--- src/design/ecpsm_pkg.sv ---
// shared constants and types for the elliptic-curve scalar multiplier
`timescale 1ns / 1ps
`default_nettype none
package ecpsm_pkg;

  // default widths
  localparam int COORD_WIDTH_DEF  = 32;
  localparam int SCALAR_WIDTH_DEF = 64;

  // configuration register indexes and reset values
  localparam logic REG_FIELD_MODULUS = 1'b0;
  localparam logic REG_CURVE_COEFF_A = 1'b1;
  localparam logic [31:0] FIELD_MODULUS_RESET = 32'd223;
  localparam logic [31:0] CURVE_COEFF_A_RESET = 32'd0;

  // operations of the shared modular unit
  typedef logic op_t;
  localparam op_t OP_MUL = 1'b0;
  localparam op_t OP_DIV = 1'b1;

  // request to the shared unit
  typedef struct packed {
    logic start;
    op_t  op;
  } unit_ctrl_t;

  // status back from the shared unit
  typedef struct packed {
    logic done;
    logic busy;
  } unit_stat_t;

endpackage
`default_nettype wire

--- src/design/ecpsm_modunit.sv ---
// bit-serial shared unit: modular multiply or restoring divide, one bit per cycle
`timescale 1ns / 1ps
`default_nettype none
module ecpsm_modunit import ecpsm_pkg::*; #(
  parameter int W = COORD_WIDTH_DEF
) (
  input  wire logic         clk,
  input  wire logic         rst_n,
  input  wire unit_ctrl_t   ctrl,
  input  wire logic [W-1:0] opa,
  input  wire logic [W-1:0] opb,
  input  wire logic [W-1:0] modulus,
  output unit_stat_t        stat,
  output logic [W-1:0]      res,
  output logic [W-1:0]      quot
);

  localparam int CW = $clog2(W + 1);
  localparam logic [CW-1:0] LAST = CW'(W - 1);

  logic          busy_r, busy_nxt;
  logic          done_r, done_nxt;
  op_t           op_r, op_nxt;
  logic [CW-1:0] cnt_r, cnt_nxt;
  logic [W-1:0]  acc_r, acc_nxt;
  logic [W-1:0]  sh_r, sh_nxt;
  logic [W-1:0]  u_r, u_nxt;
  logic [W-1:0]  m_r, m_nxt;

  // one step of either operation
  logic [W:0] dbl, dbl_red, sum, sum_red, rem_try;
  logic       qbit;

  always_comb begin
    // multiply: acc = 2*acc + bit*u, reduced twice
    dbl     = {acc_r, 1'b0};
    dbl_red = (dbl >= {1'b0, m_r}) ? dbl - {1'b0, m_r} : dbl;
    sum     = dbl_red + (sh_r[W-1] ? {1'b0, u_r} : '0);
    sum_red = (sum >= {1'b0, m_r}) ? sum - {1'b0, m_r} : sum;
    // divide: shift in next dividend bit, trial subtract
    rem_try = {acc_r, sh_r[W-1]};
    qbit    = (rem_try >= {1'b0, m_r});
  end

  // sequencing of the unit
  always_comb begin
    busy_nxt = busy_r;
    done_nxt = 1'b0;
    op_nxt   = op_r;
    cnt_nxt  = cnt_r;
    acc_nxt  = acc_r;
    sh_nxt   = sh_r;
    u_nxt    = u_r;
    m_nxt    = m_r;
    if (ctrl.start && !busy_r) begin
      busy_nxt = 1'b1;
      op_nxt   = ctrl.op;
      cnt_nxt  = '0;
      acc_nxt  = '0;
      u_nxt    = opa;
      sh_nxt   = (ctrl.op == OP_MUL) ? opb : opa;
      m_nxt    = (ctrl.op == OP_MUL) ? modulus : opb;
    end else if (busy_r) begin
      unique case (op_r)
        OP_MUL: begin
          acc_nxt = sum_red[W-1:0];
          sh_nxt  = {sh_r[W-2:0], 1'b0};
        end
        OP_DIV: begin
          acc_nxt = qbit ? W'(rem_try - {1'b0, m_r}) : rem_try[W-1:0];
          sh_nxt  = {sh_r[W-2:0], qbit};
        end
        default: begin
          acc_nxt = acc_r;
        end
      endcase
      cnt_nxt = cnt_r + CW'(1);
      if (cnt_r == LAST) begin
        busy_nxt = 1'b0;
        done_nxt = 1'b1;
      end
    end
  end

  // control registers
  always_ff @(posedge clk) begin
    if (!rst_n) begin
      busy_r <= 1'b0;
      done_r <= 1'b0;
    end else begin
      busy_r <= busy_nxt;
      done_r <= done_nxt;
    end
  end

  // datapath registers
  always_ff @(posedge clk) begin
    op_r  <= op_nxt;
    cnt_r <= cnt_nxt;
    acc_r <= acc_nxt;
    sh_r  <= sh_nxt;
    u_r   <= u_nxt;
    m_r   <= m_nxt;
  end

  assign stat.done = done_r;
  assign stat.busy = busy_r;
  assign res       = acc_r;
  assign quot      = sh_r;

endmodule
`default_nettype wire

--- src/design/ec_point_scalar_multiply.sv ---
// elliptic-curve scalar multiplier, affine double-and-add with euclid inverse
//
//  channel   ports                                  handshake
//  request   start, in_scalar, in_point_*           accepted when start && !busy
//  result    out_valid, out_result_*                one-cycle strobe, no stall
//  config    psel, penable, pwrite, paddr, pwdata   apb write, pready tied high
//
// multiplies and divides run on one shared bit-serial unit; adds and subtracts are combinational
// an inverse takes up to about 1.5*COORD_WIDTH euclid rounds of a divide and a multiply
// busy stays high from accept until the result strobe; reset is synchronous, active low
// the result cannot be held off: it is presented for exactly one cycle
`timescale 1ns / 1ps
`default_nettype none
module ec_point_scalar_multiply import ecpsm_pkg::*; #(
  parameter int COORD_WIDTH  = COORD_WIDTH_DEF,
  parameter int SCALAR_WIDTH = SCALAR_WIDTH_DEF
) (
  input  wire logic                    clk,
  input  wire logic                    rst_n,
  input  wire logic                    start,
  output logic                         busy,
  input  wire logic [SCALAR_WIDTH-1:0] in_scalar,
  input  wire logic [COORD_WIDTH-1:0]  in_point_x,
  input  wire logic [COORD_WIDTH-1:0]  in_point_y,
  input  wire logic                    in_point_infinite,
  output logic                         out_valid,
  output logic [COORD_WIDTH-1:0]       out_result_x,
  output logic [COORD_WIDTH-1:0]       out_result_y,
  output logic                         out_result_infinite,
  input  wire logic                    psel,
  input  wire logic                    penable,
  input  wire logic                    pwrite,
  input  wire logic [2:0]              paddr,
  input  wire logic [31:0]             pwdata,
  output logic [31:0]                  prdata,
  output logic                         pready
);

  localparam int W  = COORD_WIDTH;
  localparam int SW = SCALAR_WIDTH;

  // sequencer codes
  localparam logic [3:0] S_IDLE    = 4'd0;
  localparam logic [3:0] S_RX      = 4'd1;
  localparam logic [3:0] S_RY      = 4'd2;
  localparam logic [3:0] S_RA      = 4'd3;
  localparam logic [3:0] S_BIT     = 4'd4;
  localparam logic [3:0] S_RDBL    = 4'd5;
  localparam logic [3:0] S_SQ      = 4'd6;
  localparam logic [3:0] S_N3      = 4'd7;
  localparam logic [3:0] S_NA      = 4'd8;
  localparam logic [3:0] S_INV_CHK = 4'd9;
  localparam logic [3:0] S_INV_DIV = 4'd10;
  localparam logic [3:0] S_INV_MUL = 4'd11;
  localparam logic [3:0] S_LAM     = 4'd12;
  localparam logic [3:0] S_L2      = 4'd13;
  localparam logic [3:0] S_RYM     = 4'd14;
  localparam logic [3:0] S_OUT     = 4'd15;

  // modular add and subtract of values below p
  function automatic logic [W-1:0] modadd(input logic [W-1:0] a, input logic [W-1:0] b,
                                          input logic [W-1:0] m);
    logic [W:0] s;
    s = {1'b0, a} + {1'b0, b};
    modadd = (s >= {1'b0, m}) ? W'(s - {1'b0, m}) : s[W-1:0];
  endfunction

  function automatic logic [W-1:0] modsub(input logic [W-1:0] a, input logic [W-1:0] b,
                                          input logic [W-1:0] m);
    modsub = (a >= b) ? (a - b) : (a + (m - b));
  endfunction

  // configuration registers
  logic [31:0] field_modulus_r, curve_coeff_a_r;
  logic        cfg_wr;

  assign pready = 1'b1;
  assign cfg_wr = psel && penable && pwrite && pready;

  always_ff @(posedge clk) begin
    if (!rst_n) begin
      field_modulus_r <= FIELD_MODULUS_RESET;
      curve_coeff_a_r <= CURVE_COEFF_A_RESET;
    end else if (cfg_wr) begin
      if (paddr[2] == REG_FIELD_MODULUS) field_modulus_r <= pwdata;
      if (paddr[2] == REG_CURVE_COEFF_A) curve_coeff_a_r <= pwdata;
    end
  end

  assign prdata = (paddr[2] == REG_CURVE_COEFF_A) ? curve_coeff_a_r : field_modulus_r;

  // sequencer and working registers
  logic [3:0]    state_r, state_nxt;
  logic          issued_r, issued_nxt;
  logic [SW-1:0] k_r, k_nxt;
  logic [W-1:0]  p_r, p_nxt, ca_r, ca_nxt;
  logic [W-1:0]  px_r, px_nxt, py_r, py_nxt;
  logic          pinf_r, pinf_nxt;
  logic [W-1:0]  ax_r, ax_nxt, ay_r, ay_nxt;
  logic          ainf_r, ainf_nxt;
  logic [W-1:0]  ux_r, ux_nxt, uy_r, uy_nxt, vx_r, vx_nxt;
  logic          dbl_r, dbl_nxt, tgt_acc_r, tgt_acc_nxt;
  logic [W-1:0]  num_r, num_nxt, t_r, t_nxt, lam_r, lam_nxt, rx_r, rx_nxt;
  logic [W-1:0]  r0_r, r0_nxt, r1_r, r1_nxt, s0_r, s0_nxt, s1_r, s1_nxt, q_r, q_nxt;

  // shared unit
  unit_ctrl_t   uctrl;
  unit_stat_t   ustat;
  logic [W-1:0] uopa, uopb, ures, uquot;
  logic         uses_unit;
  logic [W-1:0] q_red, ry_val;

  ecpsm_modunit #(.W(W)) u_modunit (
    .clk     (clk),
    .rst_n   (rst_n),
    .ctrl    (uctrl),
    .opa     (uopa),
    .opb     (uopb),
    .modulus (p_r),
    .stat    (ustat),
    .res     (ures),
    .quot    (uquot)
  );

  // unit operand selection
  always_comb begin
    q_red     = (q_r >= p_r) ? (q_r - p_r) : q_r;
    uses_unit = 1'b1;
    uctrl.op  = OP_MUL;
    uopa      = '0;
    uopb      = '0;
    unique case (state_r)
      S_RX:      begin uctrl.op = OP_DIV; uopa = px_r;  uopb = p_r;  end
      S_RY:      begin uctrl.op = OP_DIV; uopa = py_r;  uopb = p_r;  end
      S_RA:      begin uctrl.op = OP_DIV; uopa = ca_r;  uopb = p_r;  end
      S_INV_DIV: begin uctrl.op = OP_DIV; uopa = r0_r;  uopb = r1_r; end
      S_SQ:      begin uopa = ux_r;  uopb = ux_r;  end
      S_INV_MUL: begin uopa = q_red; uopb = s1_r;  end
      S_LAM:     begin uopa = num_r; uopb = s0_r;  end
      S_L2:      begin uopa = lam_r; uopb = lam_r; end
      S_RYM:     begin uopa = lam_r; uopb = modsub(ux_r, rx_r, p_r); end
      default:   uses_unit = 1'b0;
    endcase
    uctrl.start = uses_unit && !issued_r && !ustat.busy;
  end

  // sequencer
  always_comb begin
    state_nxt   = state_r;
    issued_nxt  = issued_r;
    k_nxt       = k_r;
    p_nxt       = p_r;
    ca_nxt      = ca_r;
    px_nxt      = px_r;
    py_nxt      = py_r;
    pinf_nxt    = pinf_r;
    ax_nxt      = ax_r;
    ay_nxt      = ay_r;
    ainf_nxt    = ainf_r;
    ux_nxt      = ux_r;
    uy_nxt      = uy_r;
    vx_nxt      = vx_r;
    dbl_nxt     = dbl_r;
    tgt_acc_nxt = tgt_acc_r;
    num_nxt     = num_r;
    t_nxt       = t_r;
    lam_nxt     = lam_r;
    rx_nxt      = rx_r;
    r0_nxt      = r0_r;
    r1_nxt      = r1_r;
    s0_nxt      = s0_r;
    s1_nxt      = s1_r;
    q_nxt       = q_r;
    ry_val      = modsub(ures, uy_r, p_r);

    if (uctrl.start) issued_nxt = 1'b1;
    if (ustat.done)  issued_nxt = 1'b0;

    unique case (state_r)
      S_IDLE: begin
        if (start) begin
          k_nxt    = in_scalar;
          px_nxt   = in_point_x;
          py_nxt   = in_point_y;
          pinf_nxt = in_point_infinite;
          ainf_nxt = 1'b1;
          p_nxt    = field_modulus_r[W-1:0];
          ca_nxt   = curve_coeff_a_r[W-1:0];
          state_nxt = (field_modulus_r[W-1:0] < W'(3)) ? S_OUT : S_RX;
        end
      end
      // reduce inputs and coefficient modulo p
      S_RX: if (ustat.done) begin px_nxt = ures; state_nxt = S_RY; end
      S_RY: if (ustat.done) begin py_nxt = ures; state_nxt = S_RA; end
      S_RA: if (ustat.done) begin ca_nxt = ures; state_nxt = S_BIT; end
      // next scalar bit: addition special cases
      S_BIT: begin
        if (k_r == '0) begin
          state_nxt = S_OUT;
        end else if (!k_r[0]) begin
          state_nxt = S_RDBL;
        end else if (ainf_r) begin
          ax_nxt = px_r; ay_nxt = py_r; ainf_nxt = pinf_r;
          state_nxt = S_RDBL;
        end else if (pinf_r) begin
          state_nxt = S_RDBL;
        end else if (ax_r == px_r && ay_r == py_r) begin
          if (ay_r == '0) begin
            ainf_nxt  = 1'b1;
            state_nxt = S_RDBL;
          end else begin
            ux_nxt = ax_r; uy_nxt = ay_r; dbl_nxt = 1'b1; tgt_acc_nxt = 1'b1;
            state_nxt = S_SQ;
          end
        end else if (ax_r == px_r) begin
          ainf_nxt  = 1'b1;
          state_nxt = S_RDBL;
        end else begin
          ux_nxt = ax_r; uy_nxt = ay_r; vx_nxt = px_r;
          dbl_nxt = 1'b0; tgt_acc_nxt = 1'b1;
          num_nxt = modsub(py_r, ay_r, p_r);
          r0_nxt  = modsub(px_r, ax_r, p_r);
          r1_nxt  = p_r;
          s0_nxt  = W'(1);
          s1_nxt  = '0;
          state_nxt = S_INV_CHK;
        end
      end
      // doubling of the running point
      S_RDBL: begin
        if (pinf_r || py_r == '0) begin
          pinf_nxt  = 1'b1;
          k_nxt     = k_r >> 1;
          state_nxt = S_BIT;
        end else begin
          ux_nxt = px_r; uy_nxt = py_r; dbl_nxt = 1'b1; tgt_acc_nxt = 1'b0;
          state_nxt = S_SQ;
        end
      end
      // doubling numerator 3x^2 + a and denominator 2y
      S_SQ: if (ustat.done) begin t_nxt = ures; state_nxt = S_N3; end
      S_N3: begin
        num_nxt   = modadd(t_r, t_r, p_r);
        state_nxt = S_NA;
      end
      S_NA: begin
        num_nxt   = modadd(modadd(num_r, t_r, p_r), ca_r, p_r);
        r0_nxt    = modadd(uy_r, uy_r, p_r);
        r1_nxt    = p_r;
        s0_nxt    = W'(1);
        s1_nxt    = '0;
        state_nxt = S_INV_CHK;
      end
      // extended euclid rounds
      S_INV_CHK: state_nxt = (r1_r == '0) ? S_LAM : S_INV_DIV;
      S_INV_DIV: if (ustat.done) begin
        q_nxt = uquot; t_nxt = ures; state_nxt = S_INV_MUL;
      end
      S_INV_MUL: if (ustat.done) begin
        r0_nxt = r1_r; r1_nxt = t_r;
        s0_nxt = s1_r; s1_nxt = modsub(s0_r, ures, p_r);
        state_nxt = S_INV_CHK;
      end
      // slope and new coordinates
      S_LAM: if (ustat.done) begin lam_nxt = ures; state_nxt = S_L2; end
      S_L2: if (ustat.done) begin
        rx_nxt    = modsub(modsub(ures, ux_r, p_r), dbl_r ? ux_r : vx_r, p_r);
        state_nxt = S_RYM;
      end
      S_RYM: if (ustat.done) begin
        if (tgt_acc_r) begin
          ax_nxt = rx_r; ay_nxt = ry_val; ainf_nxt = 1'b0;
          state_nxt = S_RDBL;
        end else begin
          px_nxt = rx_r; py_nxt = ry_val; pinf_nxt = 1'b0;
          k_nxt  = k_r >> 1;
          state_nxt = S_BIT;
        end
      end
      S_OUT: state_nxt = S_IDLE;
      default: state_nxt = S_IDLE;
    endcase
  end

  // control registers
  always_ff @(posedge clk) begin
    if (!rst_n) begin
      state_r  <= S_IDLE;
      issued_r <= 1'b0;
    end else begin
      state_r  <= state_nxt;
      issued_r <= issued_nxt;
    end
  end

  // datapath registers
  always_ff @(posedge clk) begin
    k_r       <= k_nxt;
    p_r       <= p_nxt;
    ca_r      <= ca_nxt;
    px_r      <= px_nxt;
    py_r      <= py_nxt;
    pinf_r    <= pinf_nxt;
    ax_r      <= ax_nxt;
    ay_r      <= ay_nxt;
    ainf_r    <= ainf_nxt;
    ux_r      <= ux_nxt;
    uy_r      <= uy_nxt;
    vx_r      <= vx_nxt;
    dbl_r     <= dbl_nxt;
    tgt_acc_r <= tgt_acc_nxt;
    num_r     <= num_nxt;
    t_r       <= t_nxt;
    lam_r     <= lam_nxt;
    rx_r      <= rx_nxt;
    r0_r      <= r0_nxt;
    r1_r      <= r1_nxt;
    s0_r      <= s0_nxt;
    s1_r      <= s1_nxt;
    q_r       <= q_nxt;
  end

  // result strobe
  assign busy                = (state_r != S_IDLE);
  assign out_valid           = (state_r == S_OUT);
  assign out_result_infinite = ainf_r;
  assign out_result_x        = ainf_r ? '0 : ax_r;
  assign out_result_y        = ainf_r ? '0 : ay_r;

endmodule
`default_nettype wire
--- config.mk ---
export PLATFORM = sky130hd
export DESIGN_NAME = ec_point_scalar_multiply
export DESIGN_NICKNAME = d
export VERILOG_FILES = /design/src/design/ecpsm_pkg.sv /design/src/design/ecpsm_modunit.sv /design/src/design/ec_point_scalar_multiply.sv
export SDC_FILE = /design/constraint.sdc
export NUM_CORES = 2
export LEC_CHECK = 0
export BUFFER_PORTS_ARGS = -buffer_cell sky130_fd_sc_hd__buf_2
export CAP_MARGIN = 20
export CORE_ASPECT_RATIO = 1.1
export CORE_MARGIN = 10
export CORE_UTILIZATION = 40
export DETAILED_ROUTE_END_ITERATION = 7
export PLACE_DENSITY = 0.6
export SETUP_SLACK_MARGIN = 0.5
export SKIP_CTS_REPAIR_TIMING = 1
export SYNTH_ARGS = -nofsm -noshare
export SYNTH_HDL_FRONTEND = slang
export SYNTH_HIERARCHICAL = 1
export SYNTH_SLANG_ARGS = --single-unit
--- constraint.sdc ---
create_clock -name clk -period 12.2 [get_ports clk]
set_input_delay 1.22 -clock clk [delete_from_list [all_inputs] [get_ports clk]]
set_output_delay 1.22 -clock clk [all_outputs]
set_load 0.02 [all_outputs]
==> reports/results.ini <==
[die]
start_util=0.401
fp.dieH_um=505
io_pins=270
coreArea_mm2=0.213
chipWidth_um=461
die_area_mm2=0.233
placementRows=178

[critical_path]
worst_setup_path_start_kind=flip-flop
required_ns=12.74
r2r-start=t_r[1]
cpPeakStageDelay_ns=0.55
r2r_slack_ns=1.15
arrival_ns=11.59
timing.rr.end=num_r[30]
cp-end-kind=flip-flop
crit_slowest_cell=a31oi_1
crit_fanout=18
r2r_cells=49
crit_top_cell=a21oi_1
crit_type=flip-flop to flip-flop

[global_route]
grt_pass1_vias=78400
grt_usage=0.384
antenna_found_initial=65
grt_pass1_wl_mm=630
grt_max_degree=129
grt.overflow.total=0

[min_path]
min_to=q_r[1]
hold_depth=0
worstHoldPathType=flip-flop to flip-flop
worstHoldStart=u_modunit/quot[1]

[sta]
finalCriticalPeriod_ns=11.05
finalSetupTns_ns=0
finalCritPeriodShare=0.906
final-setup-viol-count=0
hold_slack_ns=0.405
slew_headroom=0.00990
rsz0062_at_grt=no
worst-slew-pin-transition_ns=1.49
setup_slack_ns=1.15
max_freq_ghz=0.0905
worst_clock_skew_ns=0.0814
slew_violations=0
finalHoldViolCount=0

[final_layout]
largest_reg_flops=64
drive_above_1_share=0.106
final_common_cell=inv_1
regMostFlops=k_r
layout_common_cells=inv_1 (941), nand2_1 (877), a21oi_1 (775), ha_1 (764), edfxtp_1 (741)
syn2layout_area_growth_pct=11.8
final_nets=11400
final_cells=13100

[synth]
synth_edf_count=741
synth_area_per_cell_um2=8.70
yosys_warnings=6
synth_cells=9838
synth_nets=11000
ys_types=101
ys.flop_type=edfxtp_1
synth_top_cell_by_area=edfxtp_1
synth.area.top_cells=edfxtp_1 (26%), ha_1 (11%), fa_1 (5.5%), xnor2_1 (4.6%), a21oi_1 (4.6%)
synth_area_mm2=0.0856
yosysSeqAreaShare=0.286
ys_ff_latch=850
synth_top_cell_area_share=0.260
ys_async_sr_fraction=0

[routing]
num_vias=84600
wl_mm=468
first_pass_iters=8
drt_iter0_drc=12600
drt-wirelength-per-cell_um=35.7
via_per_inst=6.45
drcViolationCount=3
ant_nets=0

[outcome]
run_status=finished with violations
violations=design-rule violations

[flow_run]
maxCapViolations=0

[placed_design]
gp_congestion=1.09
dpl.cell_count=12900
dp_slack_ns=1.16
dp_hpwl_mm=375
port_buffers=266

[clock_network]
clockBufferDepth=3
cts_tree=done
cts-buffers-inserted=105
clkLatencyLatePin_ns=0.84
cts-root-buf=clkbuf_16
cts_sinks=850
h-tree-depth=3
clk_pin_slew_worst_paths_ns=0.07

==> cell type report <==
class | count | area [um2]
fillers | 21100 | 118000
multi-input cells | 7701 | 56500
flip-flops and latches | 850 | 24400
repair buffers | 594 | 3890
inverters | 945 | 3550
well taps | 2790 | 3490
clock buffers | 126 | 2800
clock inverters | 73 | 876
diodes | 34 | 85.1
==> metal layers <==
layer	wire [um]	vias to the layer above	global-route usage
met5	172	-	0
met1	177000	41300	0.488
li1	-	36600	-
met3	56400	1137	0.103
met2	191000	5539	0.550
met4	43900	20	0.295
==> Yosys cell counts (all sizes together), types with 157 or more instances <==
cell type	number
inv	943
nand2	883
a21oi	784
ha	764
edfxtp	741
o21ai	710
nor2	626
xnor2	452
a21o	396
clkbuf	271
fa	235
xor2	234
nand3	195
mux2	183
a22oi	157
==> cell families (layout without fill, tap and decap cells) <==
logic type                 count (synthesis)  count (layout)  share of synthesized area
xor gates and xnor gates                 686             686                     0.0704
other                                      1              35                  0.0000438
buffers and inverters                   1287            1738                     0.0573
AOI/OAI and AO/OA                       3090            3090                      0.236
adders and majority gates                999             999                      0.167
DFF                                      850             850                      0.286
muxes                                    339             339                     0.0425
and+or+nand+nor                         2586            2586                      0.142
==> worst max path at each step <==
stage | cells past startpoint | slack [ns] | endpoint | startpoint
floorplan | 51 | 2.64 | num_r[28] | t_r[0]
global placement | 50 | 1.06 | num_r[30] | t_r[0]
detailed placement | 50 | 1.16 | num_r[30] | t_r[0]
CTS | 54 | 1.08 | num_r[4] | t_r[0]
global route | 54 | 0.51 | num_r[4] | t_r[0]
finish | 49 | 1.15 | num_r[30] | t_r[1]
==> worst max-delay path, delay by kind of cell, from the launching register on <==
| family | cells | cell delay [ns] |
|---|---|---|
| buffers and inverters | 2 | 0.35 |
| AOI/OAI and AO/OA | 24 | 5.61 |
| adders and majority gates | 5 | 1.73 |
| DFF | 1 | 0.46 |
| xor gates and xnor gates | 3 | 0.59 |
| and+or+nand+nor | 15 | 2.01 |
==> metrics by stage <==
| stage | util | cell area, um2 |
|---|---|---|
| CTS | 0.448 | 95500 |
| global route | 0.448 | 95600 |
| floorplan | - | 85600 |
| finish | 0.448 | 95600 |
| global placement | 0.430 | 91800 |
| detailed placement | 0.430 | 91800 |
Power is not shown: default switching activity piles up to over one toggle a cycle in this logic, so the estimate is an artifact.
